==> src/sv/rcmm_pkg.sv <==
// ============================================================================
// rcmm_pkg
// Shared constants and types for the real-by-complex matrix multiplier.
// ============================================================================
`timescale 1ns / 1ps
`default_nettype none

package rcmm_pkg;

    // Largest matrix dimensions held in the stores.
    localparam int MAX_M = 8;
    localparam int MAX_N = 8;

    // Field widths.
    localparam int IDX_W  = 3;   // row and column index
    localparam int SIZE_W = 4;   // m_size and n_size registers
    localparam int VAL_W  = 16;  // Q1.15 element
    localparam int PROD_W = 32;  // Q2.30 product
    localparam int ACC_W  = 36;  // Q6.30 sum of up to eight products

    // Store geometry: entries are addressed as {row, col} or {k, col}.
    localparam int A_DEPTH = MAX_M * MAX_M;
    localparam int B_DEPTH = MAX_M * MAX_N;
    localparam int A_AW    = $clog2(A_DEPTH);
    localparam int B_AW    = $clog2(B_DEPTH);

    // Stream word widths.
    localparam int S_DATA_W = 56;  // 54 bits of fields padded to bytes
    localparam int M_DATA_W = 80;  // 78 bits of fields padded to bytes
    localparam int OP_W     = 2;
    localparam int CFG_AW   = 1;

    // Operation codes carried in tuser.
    localparam logic [OP_W-1:0] OP_LOAD_A = 2'd0;
    localparam logic [OP_W-1:0] OP_LOAD_B = 2'd1;
    localparam logic [OP_W-1:0] OP_START  = 2'd2;

    // Configuration register indexes.
    localparam logic [CFG_AW-1:0] REG_M_SIZE = 1'b0;
    localparam logic [CFG_AW-1:0] REG_N_SIZE = 1'b1;

    // Tag that travels with each read through the multiply pipeline.
    typedef struct packed {
        logic             valid;  // a dot-product term is in this stage
        logic             first;  // first term of an element (k == 0)
        logic             final_term; // last term of an element
        logic             last;   // last element of the run
        logic [IDX_W-1:0] row;
        logic [IDX_W-1:0] col;
    } tag_t;

endpackage

`default_nettype wire

==> src/sv/rcmm_ram.sv <==
// ============================================================================
// rcmm_ram
// Generic simple dual-port RAM: one write port, one registered read port.
// ============================================================================
`timescale 1ns / 1ps
`default_nettype none

module rcmm_ram #(
    parameter int WIDTH = 16,
    parameter int DEPTH = 64
) (
    input  wire logic                     clk,
    input  wire logic                     we,
    input  wire logic [$clog2(DEPTH)-1:0] waddr,
    input  wire logic [WIDTH-1:0]         wdata,
    input  wire logic                     re,
    input  wire logic [$clog2(DEPTH)-1:0] raddr,
    output logic      [WIDTH-1:0]         rdata
);

    logic [WIDTH-1:0] mem [DEPTH];

    // Write port.
    always_ff @(posedge clk)
    begin
        if (we)
        begin
            mem[waddr] <= wdata;
        end
    end

    // Registered read; the data holds while re is low.
    always_ff @(posedge clk)
    begin
        if (re)
        begin
            rdata <= mem[raddr];
        end
    end

endmodule

`default_nettype wire

==> src/sv/real_complex_matrix_multiply.sv <==
// A load word is written to its store as it is accepted; load words are taken one per
// cycle while idle. A start word issues one store read per product term, m*m*n reads in
// all at one per cycle unless the output stalls (one read port on each store); each C
// word is presented once its last term has passed the store read, product and output
// registers, and an output stall freezes the whole path. A new word is taken again
// once the last read has issued. Reset sets m_size and n_size to 8; stores not cleared.
// ============================================================================
// real_complex_matrix_multiply
// Multiplies a real M-by-M matrix A by a complex M-by-N matrix B out of two
// on-chip stores and streams C column by column.
// ============================================================================
`timescale 1ns / 1ps
`default_nettype none

module real_complex_matrix_multiply (
    input  wire logic                               clk,
    input  wire logic                               rst_n,
    // Configuration write port.
    input  wire logic                               cfg_we,
    input  wire logic [rcmm_pkg::CFG_AW-1:0]        cfg_addr,
    input  wire logic [rcmm_pkg::SIZE_W-1:0]        cfg_data,
    // Input stream.
    input  wire logic                               s_tvalid,
    output logic                                    s_tready,
    // s_tdata: row_index[2:0], col_index[5:3], a_value[21:6],
    //          b_real[37:22], b_imag[53:38], zero padding[55:54]
    input  wire logic [rcmm_pkg::S_DATA_W-1:0]      s_tdata,
    // s_tuser: operation[1:0]
    input  wire logic [rcmm_pkg::OP_W-1:0]          s_tuser,
    // Output stream.
    output logic                                    m_tvalid,
    input  wire logic                               m_tready,
    // m_tdata: out_row[2:0], out_col[5:3], c_real[41:6], c_imag[77:42],
    //          zero padding[79:78]
    output logic      [rcmm_pkg::M_DATA_W-1:0]      m_tdata,
    output logic                                    m_tlast
);

    localparam logic ST_IDLE = 1'b0;
    localparam logic ST_RUN  = 1'b1;

    // Input word fields.
    logic [rcmm_pkg::IDX_W-1:0] in_row;
    logic [rcmm_pkg::IDX_W-1:0] in_col;
    logic [rcmm_pkg::VAL_W-1:0] in_a;
    logic [rcmm_pkg::VAL_W-1:0] in_br;
    logic [rcmm_pkg::VAL_W-1:0] in_bi;

    assign in_row = s_tdata[2:0];
    assign in_col = s_tdata[5:3];
    assign in_a   = s_tdata[21:6];
    assign in_br  = s_tdata[37:22];
    assign in_bi  = s_tdata[53:38];

    // Configuration registers.
    logic [rcmm_pkg::SIZE_W-1:0] m_size_reg;
    logic [rcmm_pkg::SIZE_W-1:0] n_size_reg;

    always_ff @(posedge clk or negedge rst_n)
    begin
        if (!rst_n)
        begin
            m_size_reg <= rcmm_pkg::SIZE_W'(rcmm_pkg::MAX_M);
            n_size_reg <= rcmm_pkg::SIZE_W'(rcmm_pkg::MAX_N);
        end
        else if (cfg_we)
        begin
            unique case (cfg_addr)
                rcmm_pkg::REG_M_SIZE: m_size_reg <= cfg_data;
                rcmm_pkg::REG_N_SIZE: n_size_reg <= cfg_data;
                default: ;
            endcase
        end
    end

    // Sizes clamped to the store dimensions.
    logic [rcmm_pkg::SIZE_W-1:0] m_eff;
    logic [rcmm_pkg::SIZE_W-1:0] n_eff;

    assign m_eff = (m_size_reg > rcmm_pkg::SIZE_W'(rcmm_pkg::MAX_M)) ?
                   rcmm_pkg::SIZE_W'(rcmm_pkg::MAX_M) : m_size_reg;
    assign n_eff = (n_size_reg > rcmm_pkg::SIZE_W'(rcmm_pkg::MAX_N)) ?
                   rcmm_pkg::SIZE_W'(rcmm_pkg::MAX_N) : n_size_reg;

    // Pipeline advance: the whole read/multiply/accumulate path moves only
    // when the output register is free or being emptied.
    logic adv;
    assign adv = !m_tvalid || m_tready;

    // Sequencer state.
    logic                        state_reg, state_next;
    logic [rcmm_pkg::SIZE_W-1:0] m_run_reg, m_run_next;
    logic [rcmm_pkg::SIZE_W-1:0] n_run_reg, n_run_next;
    logic [rcmm_pkg::IDX_W-1:0]  k_reg, k_next;
    logic [rcmm_pkg::IDX_W-1:0]  i_reg, i_next;
    logic [rcmm_pkg::IDX_W-1:0]  j_reg, j_next;

    logic in_acc;
    logic k_end, i_end, j_end;
    logic issue;

    assign s_tready = (state_reg == ST_IDLE);
    assign in_acc   = s_tvalid && s_tready;
    assign k_end    = ({1'b0, k_reg} == m_run_reg - 1'b1);
    assign i_end    = ({1'b0, i_reg} == m_run_reg - 1'b1);
    assign j_end    = ({1'b0, j_reg} == n_run_reg - 1'b1);
    assign issue    = (state_reg == ST_RUN) && adv;

    // Store writes from load words. Loads that fall outside the store are
    // dropped.
    logic a_we, b_we;
    assign a_we = in_acc && (s_tuser == rcmm_pkg::OP_LOAD_A)
               && ({1'b0, in_row} < rcmm_pkg::SIZE_W'(rcmm_pkg::MAX_M))
               && ({1'b0, in_col} < rcmm_pkg::SIZE_W'(rcmm_pkg::MAX_M));
    assign b_we = in_acc && (s_tuser == rcmm_pkg::OP_LOAD_B)
               && ({1'b0, in_row} < rcmm_pkg::SIZE_W'(rcmm_pkg::MAX_M))
               && ({1'b0, in_col} < rcmm_pkg::SIZE_W'(rcmm_pkg::MAX_N));

    // Sequencer: walks column j, row i and term k, one store read per cycle unless the output stalls.
    always_comb
    begin
        state_next = state_reg;
        m_run_next = m_run_reg;
        n_run_next = n_run_reg;
        k_next     = k_reg;
        i_next     = i_reg;
        j_next     = j_reg;
        unique case (state_reg)
            ST_IDLE:
            begin
                if (in_acc && (s_tuser == rcmm_pkg::OP_START)
                    && (m_eff != '0) && (n_eff != '0))
                begin
                    state_next = ST_RUN;
                    m_run_next = m_eff;
                    n_run_next = n_eff;
                    k_next     = '0;
                    i_next     = '0;
                    j_next     = '0;
                end
            end
            ST_RUN:
            begin
                if (adv)
                begin
                    if (!k_end)
                    begin
                        k_next = k_reg + 1'b1;
                    end
                    else
                    begin
                        k_next = '0;
                        if (!i_end)
                        begin
                            i_next = i_reg + 1'b1;
                        end
                        else
                        begin
                            i_next = '0;
                            if (!j_end)
                            begin
                                j_next = j_reg + 1'b1;
                            end
                            else
                            begin
                                state_next = ST_IDLE;
                            end
                        end
                    end
                end
            end
            default: state_next = ST_IDLE;
        endcase
    end

    always_ff @(posedge clk or negedge rst_n)
    begin
        if (!rst_n)
        begin
            state_reg <= ST_IDLE;
            m_run_reg <= '0;
            n_run_reg <= '0;
            k_reg     <= '0;
            i_reg     <= '0;
            j_reg     <= '0;
        end
        else
        begin
            state_reg <= state_next;
            m_run_reg <= m_run_next;
            n_run_reg <= n_run_next;
            k_reg     <= k_next;
            i_reg     <= i_next;
            j_reg     <= j_next;
        end
    end

    // Stores: A is addressed {row, k}, B (imag over real) is addressed {k, col}.
    logic [rcmm_pkg::VAL_W-1:0]   a_rd;
    logic [2*rcmm_pkg::VAL_W-1:0] b_rd;

    rcmm_ram #(
        .WIDTH (rcmm_pkg::VAL_W),
        .DEPTH (rcmm_pkg::A_DEPTH)
    ) u_a_store (
        .clk   (clk),
        .we    (a_we),
        .waddr ({in_row, in_col}),
        .wdata (in_a),
        .re    (adv),
        .raddr ({i_reg, k_reg}),
        .rdata (a_rd)
    );

    rcmm_ram #(
        .WIDTH (2 * rcmm_pkg::VAL_W),
        .DEPTH (rcmm_pkg::B_DEPTH)
    ) u_b_store (
        .clk   (clk),
        .we    (b_we),
        .waddr ({in_row, in_col}),
        .wdata ({in_bi, in_br}),
        .re    (adv),
        .raddr ({k_reg, j_reg}),
        .rdata (b_rd)
    );

    // Tag stage 1 lines up with the store read data.
    rcmm_pkg::tag_t tag1_reg, tag1_next;

    always_comb
    begin
        tag1_next            = '0;
        tag1_next.valid      = issue;
        tag1_next.first      = (k_reg == '0);
        tag1_next.final_term = k_end;
        tag1_next.last       = k_end && i_end && j_end;
        tag1_next.row        = i_reg;
        tag1_next.col        = j_reg;
    end

    // Stage 2: registered products.
    rcmm_pkg::tag_t                     tag2_reg;
    logic signed [rcmm_pkg::PROD_W-1:0] pr_reg, pr_next;
    logic signed [rcmm_pkg::PROD_W-1:0] pi_reg, pi_next;

    assign pr_next = $signed(a_rd) * $signed(b_rd[rcmm_pkg::VAL_W-1:0]);
    assign pi_next = $signed(a_rd) * $signed(b_rd[2*rcmm_pkg::VAL_W-1:rcmm_pkg::VAL_W]);

    always_ff @(posedge clk or negedge rst_n)
    begin
        if (!rst_n)
        begin
            tag1_reg <= '0;
            tag2_reg <= '0;
        end
        else if (adv)
        begin
            tag1_reg <= tag1_next;
            tag2_reg <= tag1_reg;
        end
    end

    always_ff @(posedge clk)
    begin
        if (adv)
        begin
            pr_reg <= pr_next;
            pi_reg <= pi_next;
        end
    end

    // Stage 3: accumulate; the first term of an element restarts the sum.
    logic signed [rcmm_pkg::ACC_W-1:0] acc_r_reg, acc_r_next;
    logic signed [rcmm_pkg::ACC_W-1:0] acc_i_reg, acc_i_next;

    assign acc_r_next = (tag2_reg.first ? rcmm_pkg::ACC_W'(0) : acc_r_reg)
                      + rcmm_pkg::ACC_W'(pr_reg);
    assign acc_i_next = (tag2_reg.first ? rcmm_pkg::ACC_W'(0) : acc_i_reg)
                      + rcmm_pkg::ACC_W'(pi_reg);

    always_ff @(posedge clk)
    begin
        if (adv && tag2_reg.valid)
        begin
            acc_r_reg <= acc_r_next;
            acc_i_reg <= acc_i_next;
        end
    end

    // Output register: loaded with the finished sums of each element.
    logic out_load;
    assign out_load = adv && tag2_reg.valid && tag2_reg.final_term;

    always_ff @(posedge clk or negedge rst_n)
    begin
        if (!rst_n)
        begin
            m_tvalid <= 1'b0;
        end
        else if (out_load)
        begin
            m_tvalid <= 1'b1;
        end
        else if (m_tready)
        begin
            m_tvalid <= 1'b0;
        end
    end

    always_ff @(posedge clk)
    begin
        if (out_load)
        begin
            m_tdata <= {2'b00, acc_i_next, acc_r_next, tag2_reg.col, tag2_reg.row};
            m_tlast <= tag2_reg.last;
        end
    end

endmodule

`default_nettype wire
==> config.mk <==
export PLATFORM = sky130hd
export DESIGN_NAME = real_complex_matrix_multiply
export DESIGN_NICKNAME = d
export VERILOG_FILES = /design/src/sv/rcmm_pkg.sv /design/src/sv/rcmm_ram.sv /design/src/sv/real_complex_matrix_multiply.sv
export SDC_FILE = /design/constraint.sdc
export NUM_CORES = 2
export LEC_CHECK = 0
export BUFFER_PORTS_ARGS = -buffer_cell sky130_fd_sc_hd__buf_4
export CAP_MARGIN = 0
export CORE_ASPECT_RATIO = 1.2
export CORE_UTILIZATION = 60
export CTS_CLUSTER_DIAMETER = 80
export DETAILED_ROUTE_END_ITERATION = 8
export PLACE_DENSITY = 0.76
export SKIP_LAST_GASP = 1
export SLEW_MARGIN = 20
export SYNTH_ARGS = -nofsm -noshare
export SYNTH_HDL_FRONTEND = slang
export SYNTH_SLANG_ARGS = --single-unit
==> constraint.sdc <==
create_clock -name clk -period 10 [get_ports clk]
set_clock_uncertainty 0.05 [all_clocks]
set_input_delay 0.5 -clock clk [delete_from_list [all_inputs] [get_ports clk]]
set_output_delay 0.5 -clock clk [all_outputs]
set_load 0.01 [all_outputs]
==> results by group <==
Global routing
  • Global-route wire length before repair: approximately 520,000 um
  • Grt total ovfl: 0
  • All-Layer GR Usage: 28.56%
  • Initial antenna violation count: 27
  • Number of global-route vias before repair: 78.96k
  • Pin count of the biggest net entering global routing: 139

Floorplan
  • Total core area: 0.2482 mm2
  • Die Area: 0.2524 mm2
  • Die extent in y: 550.1 um
  • Die W: 458.8 um
  • Cell Rows: 200
  • Initial core utilization: between 60% and 70%
  • I/O Pins: 151

Detailed routing
  • DR iter-0 viols: 8,033
  • Vias: ~75k
  • Final ANT Viol Nets: 0
  • Vias per inst: 6.420
  • Wire per inst: 30.40 um
  • Detailed Routing Iterations Pass 1: 8
  • Residual DRC count: 0
  • Final WL: between 300,000 and 400,000 um

CTS
  • Reg clk slew, reported paths: 0.06 ns
  • Root Buffer: clkbuf_16
  • CTS tree: yes
  • H-tree Lvls: 5
  • Number of CTS-inserted buffers: 325
  • Skew-Pair Late Insertion Delay: 0.91 ns
  • Post-CTS Setup Inserts: 0
  • Max clock buf depth: 4
  • Clk sinks: ~3.4k

STA
  • Tcrit/Tclk final: 71.37%
  • Hold Vio Cnt, Final: 0
  • Slew @ Worst Pin: 1.115 ns
  • Max Fclk: 0.1401 GHz
  • Max_slew headroom: 25.47%
  • Max-slew violation count: 0
  • Final setup vio count: 0
  • Min Tclk post-route: between 7 and 8 ns
  • Setup TNS: 0 ns
  • Unrepaired setup endpoints after global routing: false

Hold path
  • Min-Delay Startpoint: cfg_we
  • Worst hold path class: input pin to flop

Yosys
  • Ys async rst share: 1.390%
  • Synth cell types: 73
  • Seq cells post-synth: 3,382
  • Yosys top cell by area: edfxtp_1
  • Post-Synthesis Cells: 7,699
  • Synth warn: 0
  • Ys flop type: edfxtp_1
  • Sequential fraction of the synthesis area: a little under 70%
  • Synth area leaders: edfxtp_1 67%, mux4_2 15%, fa_1 7.0%
  • EDFF count, synth: 3,335
  • Syn avg cell area: 19.51 um2
  • Post-synth top area share: 66.67%
  • Synthesized area: 0.1502 mm2

Run
  • Max Cap Viol: 0

Critical path
  • Critical setup path kind: flop to flop
  • Crit. End Element: flop
  • Worst setup startpoint: u_a_store.rdata[10]
  • Worst EP arrival: between 7 and 8 ns
  • Worst R2R Start: u_a_store.rdata[10]
  • Max FO, Critical Path: 17
  • Worst setup SP type: flop
  • CP Data Required Time: 10.56 ns

Placement
  • Final HPWL DP: between 200,000 and 250,000 um
  • Final Wtd Congestion: 0.8848
  • IO Port Bufs: 146

Layout
  • Most common cell after layout, fill and taps aside: edfxtp_1
  • Max FFs per register: 2,048
  • Final net count: about 8.9k
  • Area growth syn-to-layout: 10.97%
  • Most frequent cells in the layout: 3,335 x edfxtp_1, 1,007 x mux4_2, 637 x inv_1
  • Top flop regs: u_b_store.mem x2048, u_a_store.mem x1024, m_tdata x78
  • Layout cells sized above 1: 23.22%
  • Biggest register: u_b_store.mem
  • FILL cells: 15.49k

Outcome
  • Outcome: finished, final reports clean
## worst paths after layout
kind                                       to  slack [ns]  cells after the start
worst max-delay path               pr_reg[25]        2.86                     21
worst min-delay path            n_size_reg[0]        0.05                      3
worst max register to register     pr_reg[25]        2.86                     21
worst min register to register     m_tdata[5]        0.41                      0
max in group asynchronous            k_reg[1]        9.12                      2
min in group asynchronous         tag1_reg[5]        0.19                      2
## synth_stat cells (8+ instances only)
| master | number |
|---|---|
| inv_1 | 638 |
| a21oi_1 | 106 |
| a31oi_1 | 17 |
| dfrtp_1 | 45 |
| nor2_1 | 212 |
| xnor2_1 | 105 |
| buf_2 | 74 |
| and2_1 | 261 |
| ha_1 | 240 |
| o21bai_1 | 13 |
| nand3_1 | 23 |
| clkbuf_1 | 232 |
| nor2b_1 | 81 |
| mux4_2 | 1007 |
| o21a_1 | 16 |
| buf_4 | 8 |
| edfxtp_1 | 3335 |
| nor3_1 | 24 |
| mux2_2 | 11 |
| a211oi_1 | 11 |
| and3_1 | 12 |
| xor2_1 | 45 |
| fa_1 | 526 |
| nand4_1 | 12 |
| a21o_1 | 44 |
| o211ai_1 | 10 |
| nand3b_1 | 13 |
| nand2b_1 | 26 |
| buf_1 | 25 |
| o21ai_0 | 53 |
| nand2_1 | 367 |
| o21ai_1 | 15 |
## metal layers
metal	global-route usage [%]	share of wire, %	wire, um
met5	0	0.034	121
met4	10.72	4.0	14300
met2	49.12	52	183300
met1	36.71	36	126900
met3	4.946	8.2	28830
## metrics by stage
stage	std cells	instance area (um2)	setup WS (ns)	util (%)	hold WS, ns
2_1_floorplan	7700	150200	3.728	-	0.1544
3_3_place_gp	11020	156100	3.013	62.89	0.3875
5_1_grt	11620	166700	2.489	67.14	0.06775
6_report	11630	166700	2.863	67.15	0.05425
4_1_cts	11610	166600	2.869	67.13	0.009792
3_5_place_dp	11020	156100	2.955	62.89	0.3916
## logic make-up (layout without fill, tap and decap cells)
family                     Yosys count  in the layout  share of synthesized area [%]
xor gates and xnor gates           150            150                         0.8746
and+or+nand+nor                   1058           1058                          3.439
adders and majority gates          766            766                          9.010
buffers and inverters              983           1562                          2.563
other                                1             16                       0.002497
DFF                               3382           3382                          67.46
muxes                             1018           1018                          15.18
AOI/OAI and AO/OA                  341            341                          1.474
## layout make-up
cell class	count	area [um2]	area share, %
Sequential cell	3382	101400	60.80
Inverter	639	2404	1.442
Clock inverter	186	1909	1.145
Tap cell	3333	4170	2.502
Clock buffer	392	8522	5.112
Antenna cell	14	35.03	0.02102
Multi-Input combinational cell	3335	45570	27.34
Timing Repair Buffer	345	2733	1.639
## critical path, stage by stage, from the launching register on
cell,delay [ns]
edfxtp_1,0.79
buf_4,0.38
nand2_1,0.11
fa_1,0.51
fa_1,0.53
fa_1,0.53
inv_1,0.06
fa_1,0.51
fa_1,0.50
inv_1,0.05
fa_1,0.48
inv_1,0.04
ha_1,0.37
a21oi_1,0.24
o211ai_1,0.13
a31o_1,0.24
a221oi_2,0.51
o21ba_2,0.25
o21ai_1,0.12
a21o_1,0.20
a21oi_1,0.17
xnor2_1,0.08
## repair_timing
item,4_1_cts,5_1_grt
hold endpoints to repair,53,0
hold buffers,9,0
gates resized for setup,0,0
Power is not shown: default switching activity piles up to over one toggle a cycle in this logic, so the estimate is an artifact.
